File: config.mk
export PLATFORM = sky130hd
export DESIGN_NAME = audio_peak_rms_decimator
export DESIGN_NICKNAME = d
export VERILOG_FILES = /design/src/hdl/aprd_pkg.sv /design/src/hdl/audio_peak_rms_decimator.sv /design/src/hdl/aprd_front.sv /design/src/hdl/aprd_fifo.sv /design/src/hdl/aprd_back.sv
export SDC_FILE = /design/constraint.sdc
export NUM_CORES = 2
export LEC_CHECK = 0
export ABC_AREA = 1
export BUFFER_PORTS_ARGS = -buffer_cell sky130_fd_sc_hd__buf_4
export CAP_MARGIN = 20
export CELL_PAD_IN_SITES_DETAIL_PLACEMENT = 1
export CELL_PAD_IN_SITES_GLOBAL_PLACEMENT = 1
export CORE_MARGIN = 3
export CORE_UTILIZATION = 51
export CTS_CLUSTER_SIZE = 28
export DETAILED_ROUTE_END_ITERATION = 12
export GPL_TIMING_DRIVEN = 0
export PLACE_DENSITY_LB_ADDON = 0.1
export SLEW_MARGIN = 20
export SYNTH_ARGS = -nofsm -noshare
export SYNTH_HDL_FRONTEND = slang
export SYNTH_SLANG_ARGS = --single-unit
export TNS_END_PERCENT = 20
File: constraint.sdc
create_clock -name i_clk -period 13.2 [get_ports i_clk]
set_input_delay 3.3 -clock i_clk [delete_from_list [all_inputs] [get_ports i_clk]]
set_output_delay 3.3 -clock i_clk [all_outputs]
set_load 0.05 [all_outputs]
File: src/hdl/aprd_pkg.sv
// Package for the peak/RMS waveform decimator: sizes, register indexes,
// the job word handed from front to back, and back-end state codes. No dependencies.
package aprd_pkg;
    localparam int MAX_CHANNELS = 8;
    localparam int SAMPLE_BITS  = 16;
    localparam int CH_BITS      = 3;
    localparam int CNT_BITS     = 4;
    localparam int FRAME_BITS   = 16;
    localparam int HIGH_BITS    = 15;
    localparam int SUM_BITS     = 46;
    localparam int MEAN_BITS    = 32;
    localparam int RMS_BITS     = 16;
    localparam int IDX_BITS     = 8;
    localparam int IN_TDATA_W   = 16;
    localparam int OUT_TDATA_W  = 56;

    localparam logic [IDX_BITS-1:0] REG_CHANNEL_COUNT    = 8'd0;
    localparam logic [IDX_BITS-1:0] REG_FRAMES_PER_POINT = 8'd1;
    localparam logic [CNT_BITS-1:0]   RESET_CHANNEL_COUNT    = 4'd2;
    localparam logic [FRAME_BITS-1:0] RESET_FRAMES_PER_POINT = 16'd100;

    typedef struct packed {
        logic [CH_BITS-1:0]          channel;
        logic [HIGH_BITS-1:0]        peak_high;
        logic signed [SAMPLE_BITS-1:0] peak_low;
        logic [SUM_BITS-1:0]         square_sum;
        logic [FRAME_BITS-1:0]       frames;
    } t_job;

    typedef struct packed {
        logic full;
        logic empty;
    } t_fifo_status;

    typedef enum logic [1:0] {
        ST_IDLE,
        ST_DIV,
        ST_SQRT,
        ST_OUT
    } t_back_state;
endpackage

File: src/hdl/audio_peak_rms_decimator.sv
// Peak/RMS waveform decimator top level: front end, job queue, back end.
// Samples are taken one a cycle while the two-entry job queue has room.
// A completed point is queued at its sample's accepting edge, taken by the back end
// once that is idle, then passes the bit-serial divider and the square-root loop before
// the word shows. The back end works on one point at a time; the queue holds the rest.
// Synchronous active-low reset restores register defaults and clears the channel stores;
// it also empties the job queue.
module audio_peak_rms_decimator (
    input  logic        i_clk,
    input  logic        i_rst_n,
    input  logic        s_axis_tvalid,
    output logic        s_axis_tready,
    input  logic [aprd_pkg::IN_TDATA_W-1:0]  s_axis_tdata,  // [15:0] sample
    output logic        m_axis_tvalid,
    input  logic        m_axis_tready,
    // [2:0] channel, [17:3] peak_high, [33:18] peak_low, [49:34] rms_level, rest zero
    output logic [aprd_pkg::OUT_TDATA_W-1:0] m_axis_tdata,
    input  logic        i_cfg_valid,
    output logic        o_cfg_ready,
    input  logic [aprd_pkg::IDX_BITS-1:0]    i_cfg_index,
    input  logic [aprd_pkg::FRAME_BITS-1:0]  i_cfg_data
);
    import aprd_pkg::*;

    t_job         push_job, pop_job;
    t_fifo_status fifo_status;
    logic         push, pop;
    logic [CH_BITS-1:0]   channel;
    logic [HIGH_BITS-1:0] peak_high;
    logic signed [SAMPLE_BITS-1:0] peak_low;
    logic [RMS_BITS-1:0]  rms_level;

    assign o_cfg_ready = 1'b1;

    aprd_front u_front (
        .i_clk         (i_clk),
        .i_rst_n       (i_rst_n),
        .i_valid       (s_axis_tvalid),
        .o_ready       (s_axis_tready),
        .i_sample      (s_axis_tdata),
        .i_cfg_write   (i_cfg_valid),
        .i_cfg_index   (i_cfg_index),
        .i_cfg_data    (i_cfg_data),
        .i_fifo_status (fifo_status),
        .o_push        (push),
        .o_job         (push_job)
    );

    aprd_fifo u_fifo (
        .i_clk    (i_clk),
        .i_rst_n  (i_rst_n),
        .i_push   (push),
        .i_job    (push_job),
        .i_pop    (pop),
        .o_job    (pop_job),
        .o_status (fifo_status)
    );

    aprd_back u_back (
        .i_clk         (i_clk),
        .i_rst_n       (i_rst_n),
        .i_job         (pop_job),
        .i_fifo_status (fifo_status),
        .o_pop         (pop),
        .o_valid       (m_axis_tvalid),
        .i_ready       (m_axis_tready),
        .o_channel     (channel),
        .o_peak_high   (peak_high),
        .o_peak_low    (peak_low),
        .o_rms_level   (rms_level)
    );

    assign m_axis_tdata = {6'd0, rms_level, peak_low, peak_high, channel};
endmodule

File: src/hdl/aprd_front.sv
// Front end: takes samples, updates per-channel peak and square-sum stores,
// hands a job word to the queue when a channel's block completes. Uses aprd_pkg.
module aprd_front (
    input  logic                            i_clk,
    input  logic                            i_rst_n,
    input  logic                            i_valid,
    output logic                            o_ready,
    input  logic signed [aprd_pkg::SAMPLE_BITS-1:0] i_sample,
    input  logic                            i_cfg_write,
    input  logic [aprd_pkg::IDX_BITS-1:0]   i_cfg_index,
    input  logic [aprd_pkg::FRAME_BITS-1:0] i_cfg_data,
    input  aprd_pkg::t_fifo_status          i_fifo_status,
    output logic                            o_push,
    output aprd_pkg::t_job                  o_job
);
    import aprd_pkg::*;

    logic [CNT_BITS-1:0]   r_channel_count;
    logic [FRAME_BITS-1:0] r_frames_per_point;
    logic [HIGH_BITS-1:0]  r_high [MAX_CHANNELS];
    logic signed [SAMPLE_BITS-1:0] r_low [MAX_CHANNELS];
    logic [SUM_BITS-1:0]   r_sum [MAX_CHANNELS];
    logic [CH_BITS-1:0]    r_chan_pos;
    logic [FRAME_BITS-1:0] r_frame_pos;

    logic [CNT_BITS-1:0]   chans;
    logic [FRAME_BITS-1:0] frames;
    logic [CH_BITS-1:0]    ch;
    logic                  accept, frame_done, last_chan, cfg_hit;
    logic signed [SAMPLE_BITS:0] high_ext;
    logic [HIGH_BITS-1:0]  n_high;
    logic signed [SAMPLE_BITS-1:0] n_low;
    logic [SAMPLE_BITS:0]  mag;
    logic [2*SAMPLE_BITS-1:0] square;
    logic [SUM_BITS-1:0]   n_sum;

    always_comb begin
        if (r_channel_count == '0) begin
            chans = CNT_BITS'(1);
        end else if (r_channel_count > CNT_BITS'(MAX_CHANNELS)) begin
            chans = CNT_BITS'(MAX_CHANNELS);
        end else begin
            chans = r_channel_count;
        end
        frames = (r_frames_per_point == '0) ? FRAME_BITS'(1) : r_frames_per_point;
        ch = ({1'b0, r_chan_pos} >= chans) ? '0 : r_chan_pos;
        accept     = i_valid && o_ready;
        frame_done = ({1'b0, r_frame_pos} + 17'd1) >= {1'b0, frames};
        last_chan  = ({1'b0, ch} + CNT_BITS'(1)) >= chans;
        cfg_hit    = i_cfg_write &&
                     (i_cfg_index == REG_CHANNEL_COUNT || i_cfg_index == REG_FRAMES_PER_POINT);

        high_ext = $signed({2'b00, r_high[ch]});
        n_high   = (i_sample > high_ext) ? i_sample[HIGH_BITS-1:0] : r_high[ch];
        n_low    = (i_sample < r_low[ch]) ? i_sample : r_low[ch];
        mag      = i_sample[SAMPLE_BITS-1] ? (SAMPLE_BITS+1)'(-$signed({i_sample[SAMPLE_BITS-1],
                   i_sample})) : {1'b0, i_sample};
        square   = (2*SAMPLE_BITS)'(mag * mag);
        n_sum    = r_sum[ch] + SUM_BITS'(square);
    end

    assign o_ready = !i_fifo_status.full;
    assign o_push  = accept && frame_done;
    always_comb begin
        o_job.channel    = ch;
        o_job.peak_high  = n_high;
        o_job.peak_low   = n_low;
        o_job.square_sum = n_sum;
        o_job.frames     = frames;
    end

    always_ff @(posedge i_clk) begin
        if (!i_rst_n || cfg_hit) begin
            if (!i_rst_n) begin
                r_channel_count    <= RESET_CHANNEL_COUNT;
                r_frames_per_point <= RESET_FRAMES_PER_POINT;
            end else if (i_cfg_index == REG_CHANNEL_COUNT) begin
                r_channel_count <= i_cfg_data[CNT_BITS-1:0];
            end else begin
                r_frames_per_point <= i_cfg_data;
            end
            for (int i = 0; i < MAX_CHANNELS; i++) begin
                r_high[i] <= '0;
                r_low[i]  <= '0;
                r_sum[i]  <= '0;
            end
            r_chan_pos  <= '0;
            r_frame_pos <= '0;
        end else if (accept) begin
            // clear the channel's accumulators once its point is out
            r_high[ch] <= frame_done ? '0 : n_high;
            r_low[ch]  <= frame_done ? '0 : n_low;
            r_sum[ch]  <= frame_done ? '0 : n_sum;
            if (last_chan) begin
                r_chan_pos  <= '0;
                r_frame_pos <= frame_done ? '0 : r_frame_pos + FRAME_BITS'(1);
            end else begin
                r_chan_pos <= ch + CH_BITS'(1);
            end
        end
    end
endmodule

File: src/hdl/aprd_fifo.sv
// Two-entry job queue between front and back end. Uses aprd_pkg.
module aprd_fifo (
    input  logic                   i_clk,
    input  logic                   i_rst_n,
    input  logic                   i_push,
    input  aprd_pkg::t_job         i_job,
    input  logic                   i_pop,
    output aprd_pkg::t_job         o_job,
    output aprd_pkg::t_fifo_status o_status
);
    import aprd_pkg::*;

    t_job       r_mem [2];
    logic       r_wr_ptr, r_rd_ptr;
    logic [1:0] r_count;

    assign o_job           = r_mem[r_rd_ptr];
    assign o_status.full   = (r_count == 2'd2);
    assign o_status.empty  = (r_count == 2'd0);

    always_ff @(posedge i_clk) begin
        if (i_push) begin
            r_mem[r_wr_ptr] <= i_job;
        end
    end

    always_ff @(posedge i_clk) begin
        if (!i_rst_n) begin
            r_wr_ptr <= 1'b0;
            r_rd_ptr <= 1'b0;
            r_count  <= 2'd0;
        end else begin
            if (i_push) r_wr_ptr <= !r_wr_ptr;
            if (i_pop)  r_rd_ptr <= !r_rd_ptr;
            r_count <= r_count + 2'(i_push) - 2'(i_pop);
        end
    end
endmodule

File: src/hdl/aprd_back.sv
// Back end: divides a job's square sum by the frame count one bit a cycle,
// takes the integer square root of the mean, two bits of it a cycle, holds the result word. Uses aprd_pkg.
module aprd_back (
    input  logic                   i_clk,
    input  logic                   i_rst_n,
    input  aprd_pkg::t_job         i_job,
    input  aprd_pkg::t_fifo_status i_fifo_status,
    output logic                   o_pop,
    output logic                   o_valid,
    input  logic                   i_ready,
    output logic [aprd_pkg::CH_BITS-1:0]   o_channel,
    output logic [aprd_pkg::HIGH_BITS-1:0] o_peak_high,
    output logic signed [aprd_pkg::SAMPLE_BITS-1:0] o_peak_low,
    output logic [aprd_pkg::RMS_BITS-1:0]  o_rms_level
);
    import aprd_pkg::*;

    t_back_state r_state, n_state;
    logic [CH_BITS-1:0]   r_channel, n_channel;
    logic [HIGH_BITS-1:0] r_high, n_high;
    logic signed [SAMPLE_BITS-1:0] r_low, n_low;
    logic [FRAME_BITS-1:0] r_div, n_div;
    logic [SUM_BITS-1:0]  r_num, n_num;
    logic [FRAME_BITS-1:0] r_rem, n_rem;
    logic [5:0]           r_step, n_step;
    logic [MEAN_BITS-1:0] r_n, n_n, r_root, n_root, r_bit, n_bit;

    logic [FRAME_BITS:0]  trial;
    logic [MEAN_BITS-1:0] cand;

    always_comb begin
        n_state   = r_state;
        n_channel = r_channel;
        n_high    = r_high;
        n_low     = r_low;
        n_div     = r_div;
        n_num     = r_num;
        n_rem     = r_rem;
        n_step    = r_step;
        n_n       = r_n;
        n_root    = r_root;
        n_bit     = r_bit;
        o_pop     = 1'b0;
        trial     = {r_rem, r_num[SUM_BITS-1]};
        cand      = r_root + r_bit;
        case (r_state)
            ST_IDLE: begin
                if (!i_fifo_status.empty) begin
                    o_pop     = 1'b1;
                    n_channel = i_job.channel;
                    n_high    = i_job.peak_high;
                    n_low     = i_job.peak_low;
                    n_div     = i_job.frames;
                    n_num     = i_job.square_sum;
                    n_rem     = '0;
                    n_step    = 6'(SUM_BITS - 1);
                    n_state   = ST_DIV;
                end
            end
            ST_DIV: begin
                // shift quotient bits into the low end of the dividend
                if (trial >= {1'b0, r_div}) begin
                    n_rem = FRAME_BITS'(trial - {1'b0, r_div});
                    n_num = {r_num[SUM_BITS-2:0], 1'b1};
                end else begin
                    n_rem = trial[FRAME_BITS-1:0];
                    n_num = {r_num[SUM_BITS-2:0], 1'b0};
                end
                n_step = r_step - 6'd1;
                if (r_step == '0) begin
                    n_n     = n_num[MEAN_BITS-1:0];
                    n_root  = '0;
                    n_bit   = MEAN_BITS'(1) << (MEAN_BITS - 2);
                    n_state = ST_SQRT;
                end
            end
            ST_SQRT: begin
                if (r_n >= cand) begin
                    n_n    = r_n - cand;
                    n_root = (r_root >> 1) + r_bit;
                end else begin
                    n_root = r_root >> 1;
                end
                n_bit = r_bit >> 2;
                if (r_bit[0]) begin
                    n_state = ST_OUT;
                end
            end
            ST_OUT: begin
                if (i_ready) begin
                    n_state = ST_IDLE;
                end
            end
            default: n_state = ST_IDLE;
        endcase
    end

    assign o_valid     = (r_state == ST_OUT);
    assign o_channel   = r_channel;
    assign o_peak_high = r_high;
    assign o_peak_low  = r_low;
    assign o_rms_level = r_root[RMS_BITS-1:0];

    always_ff @(posedge i_clk) begin
        if (!i_rst_n) begin
            r_state <= ST_IDLE;
        end else begin
            r_state <= n_state;
        end
    end

    always_ff @(posedge i_clk) begin
        r_channel <= n_channel;
        r_high    <= n_high;
        r_low     <= n_low;
        r_div     <= n_div;
        r_num     <= n_num;
        r_rem     <= n_rem;
        r_step    <= n_step;
        r_n       <= n_n;
        r_root    <= n_root;
        r_bit     <= n_bit;
    end
endmodule

Word level (Yosys, flattened, before mapping)
Memories as Yosys holds them, arrays and structs flattened. A register that Yosys moved wholly into a read port is not among the register bits.
Cells that the tools add are included.
Storage, ports and cells
  register bits after elaboration: 259
  bits in writable memories: 808
  input port bits: 45
  output and inout bits: 59
  logic and storage cells: 140
  memories kept: 4
Operators by class
  add/sub/neg operators: 13
  multipliers: 1
  order comparisons: 8
  eq/ne operators: 12
  mux-type cells: 55
  bitwise logic cells: 1
  reductions and logical operators: 28
Memories
  u_front.r_sum: depth 8, width 46, rd ports 1, clocked after Yosys merged registers in 0, write ports 8, line aprd_front.sv:22  | logic [SUM_BITS-1:0] r_sum [MAX_CHANNELS];
  u_fifo.r_mem: depth 2, width 96, rd ports 1, clocked after Yosys merged registers in 1, write ports 1, line aprd_fifo.sv:13  | t_job r_mem [2];
  u_front.r_low: depth 8, width 16, rd ports 1, clocked after Yosys merged registers in 0, write ports 8, line aprd_front.sv:21  | logic signed [SAMPLE_BITS-1:0] r_low [MAX_CHANNELS];
  u_front.r_high: depth 8, width 15, rd ports 1, clocked after Yosys merged registers in 0, write ports 8, line aprd_front.sv:20  | logic [HIGH_BITS-1:0] r_high [MAX_CHANNELS];
Operators with widths (number)
  one-hot mux 32 bit (2 select lines): 3
  two-way mux 32 bit: 5
  two-way mux 46 bit: 3
  two-way mux 16 bit: 8
  one-hot mux 46 bit (2 select lines): 1
  adder 46 x 32 -> 46 bit: 1
  OR reduction 46 bit: 1
  two-way mux 15 bit: 3
  greater-or-equal comparator 17 x 16 -> 1 bit: 2
  adder 31 x 32 -> 32 bit: 1
  adder 32 bit: 1
  greater-or-equal comparator 32 bit: 1
  multiplier 17 x 17 -> 32 bit: 1
  one-hot mux 16 bit (2 select lines): 1
  subtractor 32 bit: 1
  adder 16 x 1 -> 17 bit, second input constant: 1
  two-way mux 17 bit: 1
  negation 16 -> 17 bit: 1
  adder 16 x 1 -> 16 bit, second input constant: 1
  greater-than comparator 16 bit: 1
  logical NOT 16 bit: 1
  less-than comparator 16 bit: 1
  OR reduction 16 bit: 1
  subtractor 16 bit: 1
  other kinds (33): 76

Longest topological paths before layout
An unclocked memory read counts as a cell.
  word-level depth: 10
  depth in mapped cells: 49
  mapped depth without buffers: 49

Cells and area by module
From an unflattened synthesis, not the netlist that was laid out.
Second synthesis, totals
  cells, all modules: 6331
  area total of the unflattened synthesis: 61895.6 µm²
By module, submodules not included
  aprd_front: times used 1, cells each 3988, area an instance 39748.1 µm², sequential area each 19478.7 µm²
  aprd_back: times used 1, cells each 2002, area an instance 14734.1 µm², sequential area each 5985.7 µm²
  aprd_fifo: times used 1, cells each 332, area an instance 7353.3 µm², sequential area each 5865.6 µm²
  audio_peak_rms_decimator: times used 1, cells each 9, area an instance 60.1 µm², sequential area each 0.0 µm²

Worst setup path after synthesis
Ideal clock, no wire load.
  kind: input to register
  start: input port s_axis_tdata[0] in the netlist's numbering
  end: memory u_front.r_sum[0][42] (data pin)
  library setup time: 0.264 ns
  data arrival time: 11.536 ns
  required time: 12.936 ns
  slack: 1.400 ns
  stages: 44
  path buffers: 1
  cells stage by stage: inv_1 > clkbuf_1 > ha_1 > nand3_1 > o21ai_0 > inv_1 > a21oi_1 > o21ai_0 > or2_2 > nand2_2 > clkinv_1 > nor2_1 > inv_1 > fa_1 > fa_1 > fa_1 > inv_1 > fa_1 > [8 not listed] > o21ai_0 > a21oi_1 > o21ai_0 > nand2_1 > nand2_1 > xor2_1 > ha_1 > nand2_1 > nor2_1 > nand2_1 > o21ai_0 > nand2_1 > nand2_2 > nand2_1 > xor2_1 > inv_2 > nand2_4 > nor2_2
RTL lines
  start: declaration: line audio_peak_rms_decimator.sv:13  | input logic [aprd_pkg::IN_TDATA_W-1:0] s_axis_tdata,
  end: declaration: line aprd_front.sv:22

==> results_dict.tcl <==
set metrics [dict create \
    status "complete, no violations" \
    end_kind "register" \
    layout_commonest_cell "edfxtp_1" \
    fin_crit_sh_pct 96.0 \
    grtUsageMet1_pct 41.7 \
    grt_first_pass_wirelength_um 300000 \
    rsz0062_at_grt "no" \
    hold_path_startpoint "u_fifo.r_rd_ptr" \
    synthDistinctLibCells 65 \
    setup_viol 0 \
    port_buffers 96 \
    maxSlewViolCount 0 \
    drtPass1Iterations 6 \
    synth_top_area_share_pct 52.2 \
    num_rows 124 \
    final_nets 6640 \
    cts-root-to-sink-buffers 3 \
    fin_crit_ps 12670 \
    drt-wirelength-per-cell_um 25.8 \
    layout_common_cells "1026 x edfxtp_1, 945 x nand2_1, 890 x nor2_1" \
    fp.dieArea_um2 120000 \
    gp_congestion 0.911 \
    critPathCapture "u_front.r_sum[6][32]" \
    r2r_setup_slack_ps 5640 \
    use_met2_pct 57.5 \
    antenna_cells 0 \
    ys_seq_area_share_pct 53.1 \
    cts_tree "done" \
    start_util_pct 51.5 \
    final_area_um2 66400 \
    timing.slew.headroom_pct 17.9 \
    use_met3_pct 4.76 \
    cp.arrival_ps 13210 \
    timing.rr.end "u_front.r_sum[5][42]" \
    setup.worst_path.start_class "input port" \
    pin_count 104 \
    ant_nets 0 \
    numCtsBuffers 112 \
    yosysWarnings 0 \
    async_flop_share_pct 0 \
    r2r-start "u_front.r_channel_count[0]" \
    hpwl_um 142000 \
    skew_ps 84.2 \
    fin_ws_ps 529 \
    top_usage_layer "met2" \
    die_w_um 346 \
    cp_slowest_stage_delay_ps 550 \
    route.detailed.drc 0 \
    max_freq_mhz 78.9 \
    root_buffer "clkbuf_16" \
    slowest_stage "fa_1" \
    synth_cells 5836 \
    track_usage_pct 33.1 \
    path_clk_slew_ps 60 \
    syn2layout_area_growth_pct 12.6 \
    h-tree-depth 3 \
    synth_seq_cells 1052 \
    syn_avg_cell_area_um2 10.1 \
    cts_sinks 1052 \
    startpoint "s_axis_tdata[0]" \
    drt_iter0_drc 4607 \
    routed_wl_um 199000 \
    coreArea_um2 115000 \
    place_area_um2 62600 \
    worstSkewPairLatency_ps 750 \
    cp_max_fo 12 \
    worstPathRequired_ps 13740 \
    worstHoldPathType "reg -> reg" \
    synth_edf_count 1026 \
    max_cap_viol_count 0 \
    grt_pass1_vias 49000 \
    hold_viol_final 0 \
    drive_above_1_share_pct 8.90 \
    reg2reg_depth 31 \
    dp_slack_ps -2300 \
    synthTopCellsByArea "edfxtp_1 52%, fa_1 6.3%, nand2_1 6.1%, ha_1 6.0%, nor2_1 5.7%" \
    grt_max_degree 49 \
    worst_pin_slew_ps 1220 \
    setup_tns_ps 0 \
    fp.dieH_um 346 \
    netlist_area_um2 59000 \
    synth-main-ff-cell "edfxtp_1" \
    gr-total-overflow 0 \
    critical_path_class "in -> reg" \
    synth_top_cell_by_area "edfxtp_1" \
    finalHoldWorstSlack_ps 465 \
    vias 45700 \
    antenna_found_initial 1 \
    vias_per_cell 5.91 \
]
## how the worst min path moves through the flow
stage / endpoint / depth (start not counted) / slack [ps]
3_3_place_gp: u_fifo.r_rd_ptr / 1 / 440
2_1_floorplan: register / 1 / 430
5_1_grt: u_fifo.r_rd_ptr / 1 / 500
3_5_place_dp: u_fifo.r_rd_ptr / 1 / 460
4_1_cts: register / 1 / 470
6_report: register / 1 / 470
## stage by stage
step	instances	utilization, %
3_3_place_gp	7483	53.9
2_1_floorplan	5875	-
6_report	7734	58.0
4_1_cts	7725	57.9
3_5_place_dp	7514	54.7
5_1_grt	7734	58.0
## cells by family (layout without fill, tap and decap cells)
group                    Yosys count  in the layout  synth area share [%]
buffers and inverters            969           1316                  6.51
adder cells (fa/ha/maj)          470            470                  12.3
AND/OR/NAND/NOR                 2281           2281                  16.4
AO/OA/AOI/OAI                    890            890                  9.05
other                              2             41                0.0127
flip-flops                      1052           1052                  53.1
XOR/XNOR                         172            172                  2.62
## worst max-delay path: cells and delay by family
family,cells,cell delay (ps)
AOI/OAI and AO/OA,7,1370
buffers and inverters,10,1370
xor gates and xnor gates,2,660
adders and majority gates,9,3930
and+or+nand+nor,14,2540
## routing by layer
metal / wire (um) / vias up
met4: 8950 / 0
met2: 98100 / 1961
met1: 77400 / 22900
met5: 0 / -
met3: 14700 / 496
li1: - / 20300
## synthesized netlist by cell type, types with 52 or more instances
library cell  count
inv_1           700
o21ai_0         179
edfxtp_1       1026
o22ai_1         162
xor2_1          100
fa_1            185
nand2_1         958
clkbuf_1        154
a221oi_1         63
a21oi_1         318
a22o_1           52
ha_1            285
nand3_1         134
xnor2_1          67
nor2_1          895
## sequential cells by signal (all words and copies together) (netlist names), 2 cells and up, named ones only
| signal | cells |
|---|---|
| u_back.r_rem | 16 |
| u_back.o_channel | 3 |
| u_fifo.r_mem | 192 |
| u_front.r_low | 128 |
| u_back.r_bit | 16 |
| u_front.r_high | 120 |
| u_back.r_state | 2 |
| u_front.r_sum | 368 |
| u_back.o_peak_high | 15 |
| u_back.r_div | 16 |
| u_back.r_num | 46 |
| u_front.r_channel_count | 4 |
| u_front.r_frames_per_point | 16 |
| u_back.r_root | 32 |
| u_front.r_frame_pos | 16 |
| u_back.r_n | 32 |
| u_front.r_chan_pos | 3 |
| u_back.o_peak_low | 16 |
| u_fifo.r_count | 2 |
| u_back.r_step | 6 |
## layout make-up
cell class,instances,area [um2]
repair buffers,137,1520
inverters,724,2750
clock buffers,143,2990
fillers,12600,48100
clock inverters,68,666
plain buffers,244,1130
well taps,1512,1890
flip-flops and latches,1052,31300
multi-input cells,3854,24200
## timing repair
action / in CTS / in global routing
pin swaps: 0 / 1
endpoints found under the hold margin: 0 / 0
endpoints found under the setup margin: 272 / 214
buffers inserted: 0 / 10
gates resized for setup: 16 / 15
hold buffers: 0 / 0
Power is not shown: default switching activity piles up to over one toggle a cycle in this logic, so the estimate is an artifact.
